===== config.mk =====
export PLATFORM = sky130hd
export DESIGN_NAME = twec_ram
export DESIGN_NICKNAME = d
export VERILOG_FILES = /design/src/design/twec_ram.sv
export SDC_FILE = /design/constraint.sdc
export NUM_CORES = 1
export LEC_CHECK = 0
export ABC_AREA = 1
export BUFFER_PORTS_ARGS = -buffer_cell sky130_fd_sc_hd__buf_2
export CORE_AREA = 2 2 106 108
export CTS_BUF_LIST = sky130_fd_sc_hd__clkbuf_16
export CTS_CLUSTER_DIAMETER = 80
export CTS_CLUSTER_SIZE = 28
export DETAILED_ROUTE_END_ITERATION = 10
export DIE_AREA = 0 0 108 110
export GPL_ROUTABILITY_DRIVEN = 0
export HOLD_SLACK_MARGIN = 0.12
export PLACE_DENSITY = 0.76
export SYNTH_ARGS = -nofsm -noshare
export SYNTH_HDL_FRONTEND = slang
export SYNTH_SLANG_ARGS = --single-unit
export TNS_END_PERCENT = 5

===== constraint.sdc =====
create_clock -name clock -period 1.9 [get_ports clock]
set_input_delay 0.38 -clock clock [delete_from_list [all_inputs] [get_ports clock]]
set_output_delay 0.38 -clock clock [all_outputs]
set_load 0.01 [all_outputs]

===== src/design/twec_ram.sv =====
`timescale 1ns / 1ps

module twec_ram #(
   parameter int WIDTH = 8,
   parameter int DEPTH = 16
) (
   input  logic                     clock,
   input  logic                     wr_en,
   input  logic [$clog2(DEPTH)-1:0] wr_addr,
   input  logic [WIDTH-1:0]         wr_data,
   input  logic [$clog2(DEPTH)-1:0] rd_addr,
   output logic [WIDTH-1:0]         rd_data
);

   logic [WIDTH-1:0] mem [DEPTH];
   logic [WIDTH-1:0] rd_data_ff;

   always_ff @(posedge clock) begin
      if (wr_en) begin
         mem[wr_addr] <= wr_data;
      end
      rd_data_ff <= mem[rd_addr];
   end

   assign rd_data = rd_data_ff;

endmodule


; ---- Word-level counts from Yosys, hierarchy flattened
; Memories as Yosys holds them, arrays and structs flattened. A register that Yosys moved wholly into a read port is not among the register bits.
; Cells that the tools add are included.
[classes]
n_mux = 2
[ops]
columns = operator, count
row1 = $mux 1, 2
[totals]
register_bits = 0
ramBits = 128
in_bits = 18
out_inout_bits = 8
mem_count = 1
[memory_table]
columns = name, words, word_bits, rd, rd_clocked_by_memory_dff, write_ports, line_no
row1 = mem, 16, 8, 1, 1, 1, 15  ; logic [WIDTH-1:0] mem [DEPTH];

; ---- Depth between registers and ports, before layout
; Gate-level depths: netlist of run 1.
[logic_depth]
word_depth = 2
ltp_mapped = 8
ltp_nobuf = 7

; ---- Least setup slack after synthesis of run 1
; OpenSTA, ideal clock, no wires.
[synth_path]
kind = input to register
start = input port wr_addr[2]
end = memory mem[10][0], enable pin
arrival_ns = 0.961
t_required_ns = 1.530
slack_ns = 0.569
stages = 2
path_buffers = 0
cell_sequence = nand3b_1 > nor2_1
[synth_rtl]
columns = element, line_no
row1 = from (decl), 9  ; input logic [$clog2(DEPTH)-1:0] wr_addr,
row2 = to (decl), 15
; Straight into the memory's write port.

; ---- Worst setup path in the final report of run 1
[layout_path]
start = register rd_data_ff[1], in the netlist rd_data[1] (read register of mem)
end = output port rd_data[1]
[layout_rtl]
columns = element, line_no
row1 = from (decl), 16  ; logic [WIDTH-1:0] rd_data_ff;
row2 = to (decl), 12  ; output logic [WIDTH-1:0] rd_data
; No word-level cell between the ends.

==> impl_results.md, run 1 <==
- Status: complete, no violations
- Final min period: 1.30 ns
- Post-placement cell area: 6080 um2
- CP peak stage delay: 0.37 ns
- CTS tree: yes
- Clk sinks: 136
- Syn nets: 569
- Warnings from Yosys: 0
- Clk_skew: 0.00522 ns
- TritonCTS buffer count: 17
- Seq/Total Area, Yosys: 69.4%
- Maxcap violations: 0
- Postcts setup bufs: 0
- Final nets: 610
- Worst-Skew Late Latency: 0.41 ns
- I/O pin cnt: 26
- H-tree depth: 4
- Worst-margin pin slew: 0.608 ns
- Slew Limit Fails: 0
- Antenna violations before repair: 0
- Routed via count: 3,916
- Largest net degree at the start of global routing: 54
- Crit-path leading delay family: flip-flops
- Kind of critical path: reg2out
- WP data required: 1.52 ns
- Cell count after synthesis: 551
- Die Y: 110 um
- Hpwl dp: 7560 um
- WL per Instance: 16.8 um
- Fin util: 61.4%
- Critical path data arrival time: 0.92 ns
- Syn Std Cell Area: 5770 um2
- Register bit total from synthesis: 136
- Leakage: 2.90 nW
- Post-CTS Hold Buffers: 0
- Area Growth Syn to Fin: 14.0%
- Die X: 108 um
- Layout cell share with drive strength beyond 1: 11.2%
- Crit-path cells: buf_2
- Clk slew on worst S/H paths: 0.06 ns
- Gates resized, CTS repair: 0
- Total core area: 10,700 um2
- Post-synth top area cell: edfxtp_1
- Ant diodes: 0
- Port bufs: 25
- Synth cell types: 12
- Max-slew headroom: 59.4%
- Finished Layout Cells: 745
- Worst setup EP type: primary output
- Vias in the first global route: 3,782
- Unrepaired setup endpoints after global routing: false
- Buf/Inv on CP: 1
- First-pass GRT wire length: 19,700 um
- VDD IR max: 0.000636 V
- Largest cells by area after synthesis: edfxtp_1, nand2_1, nand3_1
- Hold Crit Class: in2reg
- FP Rows: 38
- # DRC: 0
- Clk buf depth: 2
- Setup-failing EPs final: 0
- Worst setup SP type: flip-flop
- Aggregate routed wire length: 12,500 um
- F_max: 0.766 GHz
- Placed insts: 713
- Clk root buf: clkbuf_16
- Mean Syn Cell Area: 10.5 um2
- Post-route cell area: 6570 um2
- Starting Density: 53.9%
- Share of the synthesized area in the top cell type: 66.7%
- Setup TNS: 0 ns
- Grt total ovfl: 0
- Vias per cell: 5.26
- Antenna Nets Post-Route: 0
- Final period utilization: 68.7%
- Endpoints failing hold: 0
- 1st-iter DRT viols: 395
- WHS: 0.329 ns
- Critical path's slowest cell: dfxtp_1
- Drt pass-1 iters: 5
- Total track usage: 23.0%
- Crit Path Max Fanout: 1
- Pwr/cell area: 988 nW/um2
- Die ar.: 11,900 um2
[cells in the final DEF, fill, tap and decap left out]
master and count:
buf_12 2, buf_2 25, buf_4 19, clkbuf_16 17, clkinv_1 5, clkinv_2 2
clkinvlp_4 1, dfxtp_1 8, edfxtp_1 128, inv_1 107, inv_2 2, nand2_1 173
nand3_1 97, nand3b_1 2, nor2_1 17
[power breakdown]
part           internal, W  switching, W  leakage [nW]
registers          0.00336     0.0000211          1.22
clock network      0.00160       0.00111         0.263
logic             0.000122      0.000289          1.41
total              0.00508       0.00142          2.90
[cells by family (layout without fill, tap and decap cells)]
kind of cell | Yosys count | in the layout | synth area share, %
simple gates | 289 | 289 | 21.0
flops | 136 | 136 | 69.4
buf+inv | 126 | 180 | 9.52
[layer usage]
layer	up-vias	part of all wire, %	GRT usage (%)
met5	-	0	0
met1	1859	41	30.9
met2	174	48	36.2
met3	26	8.0	5.47
li1	1857	-	-
met4	0	2.5	10.3
[worst paths after layout]
kind              start          to  slack [ns]  cells after the start
min          rd_addr[3]  rd_data[7]        0.33                      3
max reg2reg   mem[1][6]  rd_data[6]        0.86                      6
min reg2reg  mem[12][5]  rd_data[5]        0.66                      6
max          rd_data[1]  rd_data[1]        0.60                      1
[through the flow]
stage | power, W | setup WS [ns]
4_1_cts | 0.00652 | 0.573
5_1_grt | 0.00668 | 0.581
3_3_place_gp | 0.00383 | 0.373
6_report | 0.00649 | 0.595
3_5_place_dp | 0.00384 | 0.343
2_1_floorplan | 0.00368 | 0.569
[Yosys cell counts]
library cell,n
nor2_1,17
dfxtp_1,8
nand2_1,173
edfxtp_1,128
buf_4,4
inv_1,100
buf_2,13
nand3b_1,2
buf_1,1
nand3_1,97
buf_6,6
inv_2,2
[state kept, by name, indices dropped and copies added (netlist names)]
name / count
mem: 128
rd_data: 8
[cell type report]
type                       instances  area [um2]
fill                             856        4130
sequential                       136        4000
multi-input combinational        289        1210
clock buffer                      17         425
inverter                         102         383
timing repair buffer              46         308
tap                              140         175
clock inverter                    15        62.6
(Power assumes the default switching activity.)
==> run 2, diff against run 1 <==
==> constraint.sdc (replaced) <==
create_clock -name clock -period 1.26 [get_ports clock]
set_input_delay 0.252 -clock clock [delete_from_list [all_inputs] [get_ports clock]]
set_output_delay 0.252 -clock clock [all_outputs]
set_load 0.01 [all_outputs]
==> run 2 against run 1 <==
Effect of this change:
- die area is the same
- core utilization grew 1.7 points
- global-route usage grew 0.57 points
- largest cell class unchanged
- via count grew 0.79%
- highest routed layer unchanged
- final cell count grew 1.1%
- sequential share of layout area shrank 1.6 points
- total power grew 62%
- non-clock buffer count grew 8
- largest power group unchanged
- worst setup slack lost 0.49 ns
==> impl_results.md, run 2 (same netlist as run 1, synthesis figures left out) <==
- WL per Instance: 16.9 um (+0.94%)
- Final nets: 618 (+1.3%)
- Vias per cell: 5.24 (-0.28%)
- Die X: 108 um (unchanged)
- I/O pin cnt: 26 (unchanged)
- Antenna Nets Post-Route: 0 (unchanged)
- Most flop-heavy register: mem
- Clk root buf: clkbuf_16
- Fillers: 819 (-4.3%)
- Routed via count: 3,947 (+0.79%)
- # DRC: 0 (unchanged)
- Starting Density: 53.9% (unchanged)
- Die ar.: 11,900 um2 (unchanged)
- Combinational power share: 6.3% (about the same)
- Antenna violations before repair: 0 (unchanged)
- Crit-path leading delay family: flip-flops
- Crit Path Max Fanout: 1 (unchanged)
- Kind of critical path: reg2out
- Pre-CTS setup slack: -0.0367 ns (-0.380 ns)
- Worst-margin pin slew: 0.377 ns (-0.230 ns)
- Final min period: 1.15 ns
- Max-slew headroom: 74.8% (+15 points)
- Commonest non-fill, non-tap cell in the layout: nand2_1
- Fin util: 63.1% (+1.7 points)
- Worst setup SP type: flip-flop
- Status: complete, no violations
- Wire length on met1: 5240 um (+1.7%)
- Worst setup EP type: primary output
- Setup-failing EPs final: 0 (unchanged)
- Gates resized, CTS repair: 0 (unchanged)
- Critical path data arrival time: 0.90 ns (-0.02 ns)
- Clk sinks: 136 (unchanged)
- Clock share of power: 45.3% (+3.7 points)
- Layout cell share with drive strength beyond 1: 13.2% (+2.0 points)
- Pwr Total: 0.0105 W (+62%)
- Area Growth Syn to Fin: 17.1%
- Total track usage: 23.6% (+0.57 points)
- FP Rows: 38 (unchanged)
- VDD IR max: 0.00121 V (+90%)
- Post-CTS Hold Buffers: 0 (unchanged)
- Drt pass-1 iters: 6 (+1)
- Met3 routed WL: 864 um (-14%)
- Aggregate routed wire length: 12,700 um (+2.0%)
- Port bufs: 25 (unchanged)
- Hpwl dp: 7940 um (+5.1%)
- Post-placement cell area: 6180 um2 (+1.6%)
- Sw Ratio: 20.9% (-0.93 points)
- Critical path's slowest cell: dfxtp_1
- Clk slew on worst S/H paths: 0.06 ns (about the same)
- Post-route cell area: 6750 um2 (+2.8%)
- Sequential power share: 48.4% (-3.6 points)
- 1st-iter DRT viols: 322 (-18%)
- Routed met2 length: 6410 um (+6.3%)
- WP data required: 1.01 ns (-0.51 ns)
- Worst-Skew Late Latency: 0.41 ns (about the same)
- Commonest cells after routing, fill and taps aside: nand2_1, edfxtp_1, inv_1, nand3_1, buf_2
- First-pass GRT wire length: 20,300 um (+2.9%)
- Maxcap violations: 0 (unchanged)
- Vias in the first global route: 3,844 (+1.6%)
- Switching power total: 0.00220 W (+55%)
- Total core area: 10,700 um2 (unchanged)
- Leakage: 2.99 nW (+3.0%)
- Crit-path cells: buf_2
- Postcts setup bufs: 0 (unchanged)
- Top Layer Used: met4
- Pwr/cell area: 1560 nW/um2 (+58%)
- Buf/Inv on CP: 1 (unchanged)
- CTS tree: yes
- CP peak stage delay: 0.35 ns (-0.02 ns)
- Ant diodes: 0 (unchanged)
- H-tree depth: 4 (unchanged)
- Worst setup margin: 0.107 ns (-0.488 ns)
- Hold Crit Class: in2reg
- Endpoints failing hold: 0 (unchanged)
- TritonCTS buffer count: 17 (unchanged)
- Unrepaired setup endpoints after global routing: false
- Internal power: 0.00832 W (+64%)
- Final period utilization: 91.5%
- Slew Limit Fails: 0 (unchanged)
- Clk_skew: 0.00901 ns (+0.00379 ns)
- Die Y: 110 um (unchanged)
- Largest register FFs: 128 (unchanged)
- Largest net degree at the start of global routing: 65 (+20%)
- F_max: 0.867 GHz
- Clk buf depth: 2 (unchanged)
- Grt total ovfl: 0 (unchanged)
==> run 2: cell count changes in the layout (fill, tap and decap cells not counted), moves of 2 or more <==
cell,previous run,this run
buf_12,2,5
buf_4,19,24
bufinv_16,0,3
clkinv_1,5,2
inv_1,107,105
==> run 2: cell type report <==
| class | instances | area (um2) | share of cell area, % |
|---|---|---|---|
| flip-flops and latches | 136 | 4000 | 59.3 |
| multi-input cells | 289 | 1210 | 18.0 |
| clock buffers | 17 | 425 | 6.30 |
| repair buffers | 54 | 405 | 6.00 |
| inverters | 102 | 383 | 5.67 |
| clock inverters | 15 | 148 | 2.19 |
| well taps | 140 | 175 | 2.59 |
==> run 2: path summary, 6_finish.rpt <==
kind | start | to | slack (ns) | cells after the start
hold reg to reg | mem[14][4] | rd_data[4] | 0.66 | 6
setup / recovery | rd_data[3] | rd_data[3] | 0.11 | 1
setup reg to reg | mem[7][5] | rd_data[5] | 0.19 | 6
hold / removal | rd_addr[2] | rd_data[4] | 0.23 | 4
==> run 2: stage by stage <==
| step | std cells | setup TNS (ns) | hold WS, ns |
|---|---|---|---|
| after global routing | 753 | 0 | 0.263 |
| after floorplan | 551 | 0 | 0.351 |
| final | 753 | 0 | 0.231 |
| after detailed placement | 721 | -0.118 | 0.647 |
| after CTS | 753 | 0 | 0.221 |
| after global placement | 721 | -0.101 | 0.645 |
==> run 2: power by group through the flow <==
stage          combinational (W)  clock [W]  sequential, W
2_1_floorplan           0.000357          0        0.00519
3_3_place_gp            0.000634          0        0.00518
3_5_place_dp            0.000651          0        0.00518
4_1_cts                 0.000659    0.00480        0.00509
5_1_grt                 0.000730    0.00499        0.00510
6_report                0.000660    0.00476        0.00509
==> run 2: routing by layer <==
metal | up-vias | GRT usage (%)
met5 | - | 0
met1 | 1892 | 30.3
li1 | 1870 | -
met2 | 164 | 39.9
met4 | 0 | 8.15
met3 | 21 | 5.41
==> run 2: tightest hold or removal path: cells and delay by family <==
family	cells	cell delay, ns
buf+inv	1	0.15
simple gates	3	0.20
==> run 3, diff against run 2 <==
--- a/config.mk
+++ b/config.mk
@@ -16,6 +16,7 @@
 export GPL_ROUTABILITY_DRIVEN = 0
 export HOLD_SLACK_MARGIN = 0.12
 export PLACE_DENSITY = 0.76
+export SETUP_SLACK_MARGIN = 0.4
 export SYNTH_ARGS = -nofsm -noshare
 export SYNTH_HDL_FRONTEND = slang
 export SYNTH_SLANG_ARGS = --single-unit
==> run 3 against run 2 <==
Effect of this change:
- sequential power hardly changed
- critical path depth stayed put
- clock skew is 0.00068 ns higher
- die area stayed put
- highest routed layer unchanged
- via count is 0.89% lower
- largest cell class unchanged
- non-clock buffer count is 1 higher
- core utilization is 1.3 points higher
- critical path type unchanged
- final cell count is 0.13% higher
- clock-buffer cell count stayed put
- register-to-register slack better by 0.07 ns
- hold slack better by 0.013 ns
- flip-flop and latch count stayed put
==> impl_results.md, run 3 (same netlist as run 1, synthesis figures left out) <==
- Vias per cell: 5.19 (-1.0%)
- Die ar.: 11,900 um2 (unchanged)
- Unrepaired setup endpoints after global routing: true
- Placed insts: 722 (+0.14%)
- TritonCTS buffer count: 17 (unchanged)
- Endpoints failing hold: 0 (unchanged)
- Worst setup margin: 0.165 ns (+0.0582 ns)
- Clk sinks: 136 (unchanged)
- WP depth: 1 (unchanged)
- Finished Layout Cells: 754 (+0.13%)
- Aggregate routed wire length: 12,600 um (-1.3%)
- Critical path's slowest cell: dfxtp_2
- Final nets: 619 (+0.16%)
- FF-to-FF path depth: 6 (unchanged)
- Die X: 108 um (unchanged)
- Final period utilization: 86.9% (-4.6 points)
- 1st-iter DRT viols: 319 (-0.93%)
- # DRC: 0 (unchanged)
- Routed via count: 3,912 (-0.89%)
- Hpwl dp: 7870 um (-0.93%)
- VDD IR max: 0.000872 V (-28%)
- Critical path data arrival time: 0.84 ns (-0.06 ns)
- Fin util: 64.4% (+1.3 points)
- Slew Limit Fails: 0 (unchanged)
- Antenna Nets Post-Route: 0 (unchanged)
- Hold-critical path depth: 4 (unchanged)
- Post-route cell area: 6890 um2 (+2.1%)
- Total track usage: 23.6% (about the same)
- Layout cell share with drive strength beyond 1: 17.3% (+4.1 points)
- Starting Density: 53.9% (unchanged)
- CTS tree: yes
- Critical R2R Launch: mem[3][5]
- Pwr/cell area: 1500 nW/um2 (-3.5%)
- F_max: 0.913 GHz (+5.3%)
- Drt pass-1 iters: 5 (-1)
- Clk_skew: 0.00969 ns (+0.000679 ns)
- Worst Setup SP: rd_data[0]
- FP Rows: 38 (unchanged)
- Largest register FFs: 128 (unchanged)
- Commonest cells after routing, fill and taps aside: nand2_1, edfxtp_1, inv_1, nand3_1, buf_2
- Crit Path Max Fanout: 1 (unchanged)
- Crit-path leading delay family: flip-flops
- Status: complete, no violations
- Commonest non-fill, non-tap cell in the layout: nand2_1
- Area Growth Syn to Fin: 19.5%
- Clk buf depth: 2 (unchanged)
- Hold Crit Class: in2reg
- Most flop-heavy register: mem
- Crit-path cells: buf_6
- Largest net degree at the start of global routing: 33 (-49%)
- Worst-Skew Late Latency: 0.41 ns (about the same)
- Max-slew headroom: 74.4% (-0.39 points)
- Total core area: 10,700 um2 (unchanged)
- Ant diodes: 0 (unchanged)
- Port bufs: 25 (unchanged)
- Post-placement cell area: 6320 um2 (+2.2%)
- Die Y: 110 um (unchanged)
- Pre-CTS setup slack: -0.0568 ns (-0.0200 ns)
- Worst setup SP type: flip-flop
- Setup-failing EPs final: 0 (unchanged)
- Fillers: 811 (-0.98%)
- Vias in the first global route: 3,946 (+2.7%)
- Final min period: 1.09 ns (-0.0582 ns)
- Clk slew on worst S/H paths: 0.06 ns (about the same)
- CP peak stage delay: 0.32 ns (-0.03 ns)
- Buf/Inv on CP: 1 (unchanged)
- Kind of critical path: reg2out
- WL per Instance: 16.7 um (-1.5%)
- H-tree depth: 4 (unchanged)
- Maxcap violations: 0 (unchanged)
- Grt total ovfl: 0 (unchanged)
- Leakage: 2.98 nW (-0.15%)
- Post-CTS Hold Buffers: 0 (unchanged)
- I/O pin cnt: 26 (unchanged)
- Worst setup EP type: primary output
- Hold_sp: rd_addr[2]
- WP data required: 1.01 ns (about the same)
- Worst-margin pin slew: 0.383 ns (+0.00578 ns)
- First-pass GRT wire length: 20,200 um (-0.37%)
- Clk root buf: clkbuf_16
- Antenna violations before repair: 0 (unchanged)
- Pwr Total: 0.0104 W (-1.5%)
==> run 3: cell types whose count changed in the layout (fill, tap and decap cells not counted), sizes merged <==
cell,previous run,this run
clkinvlp,1,5
bufinv,3,1
buf,54,55
clkinv,6,5
inv,107,106
==> run 3: metrics by stage <==
step	hold WS, ns	setup TNS [ns]
2_1_floorplan	0.351	0
3_3_place_gp	0.634	-1.06
3_5_place_dp	0.650	-3.30
4_1_cts	0.235	0
5_1_grt	0.245	0
6_report	0.244	0
==> run 3: final cells by class <==
type / instances / area (um2) / area share (%)
tap: 140 / 175 / 2.54
inverter: 102 / 383 / 5.55
sequential: 136 / 4010 / 58.1
clock inverter: 15 / 129 / 1.87
multi-input combinational: 289 / 1250 / 18.2
timing repair buffer: 55 / 519 / 7.53
clock buffer: 17 / 425 / 6.17
==> run 3: metal layers <==
metal  vias to the layer above  part of all wire (%)  track usage (%)
met5                         -                     0                0
met4                         0                   2.5             10.2
met2                       193                    50             39.1
met1                      1819                    40             30.6
met3                        28                   6.9             4.82
li1                       1872                     -                -
==> run 3: power breakdown <==
part	leakage, nW	total (W)	switching (W)	internal (W)
combinational	1.50	0.000696	0.000455	0.000241
clock	0.261	0.00457	0.00186	0.00271
sequential	1.22	0.00509	0.0000292	0.00506
==> run 3: timing repair <==
action,in CTS,in global routing
setup buffers,0,0
setup endpoints to repair,82,129
gates resized for setup,2,4
==> run 3: final timing paths <==
path              slack, ns          to
hold reg to reg        0.65  rd_data[1]
hold / removal         0.24  rd_data[3]
setup / recovery       0.17  rd_data[0]
setup reg to reg       0.26  rd_data[5]
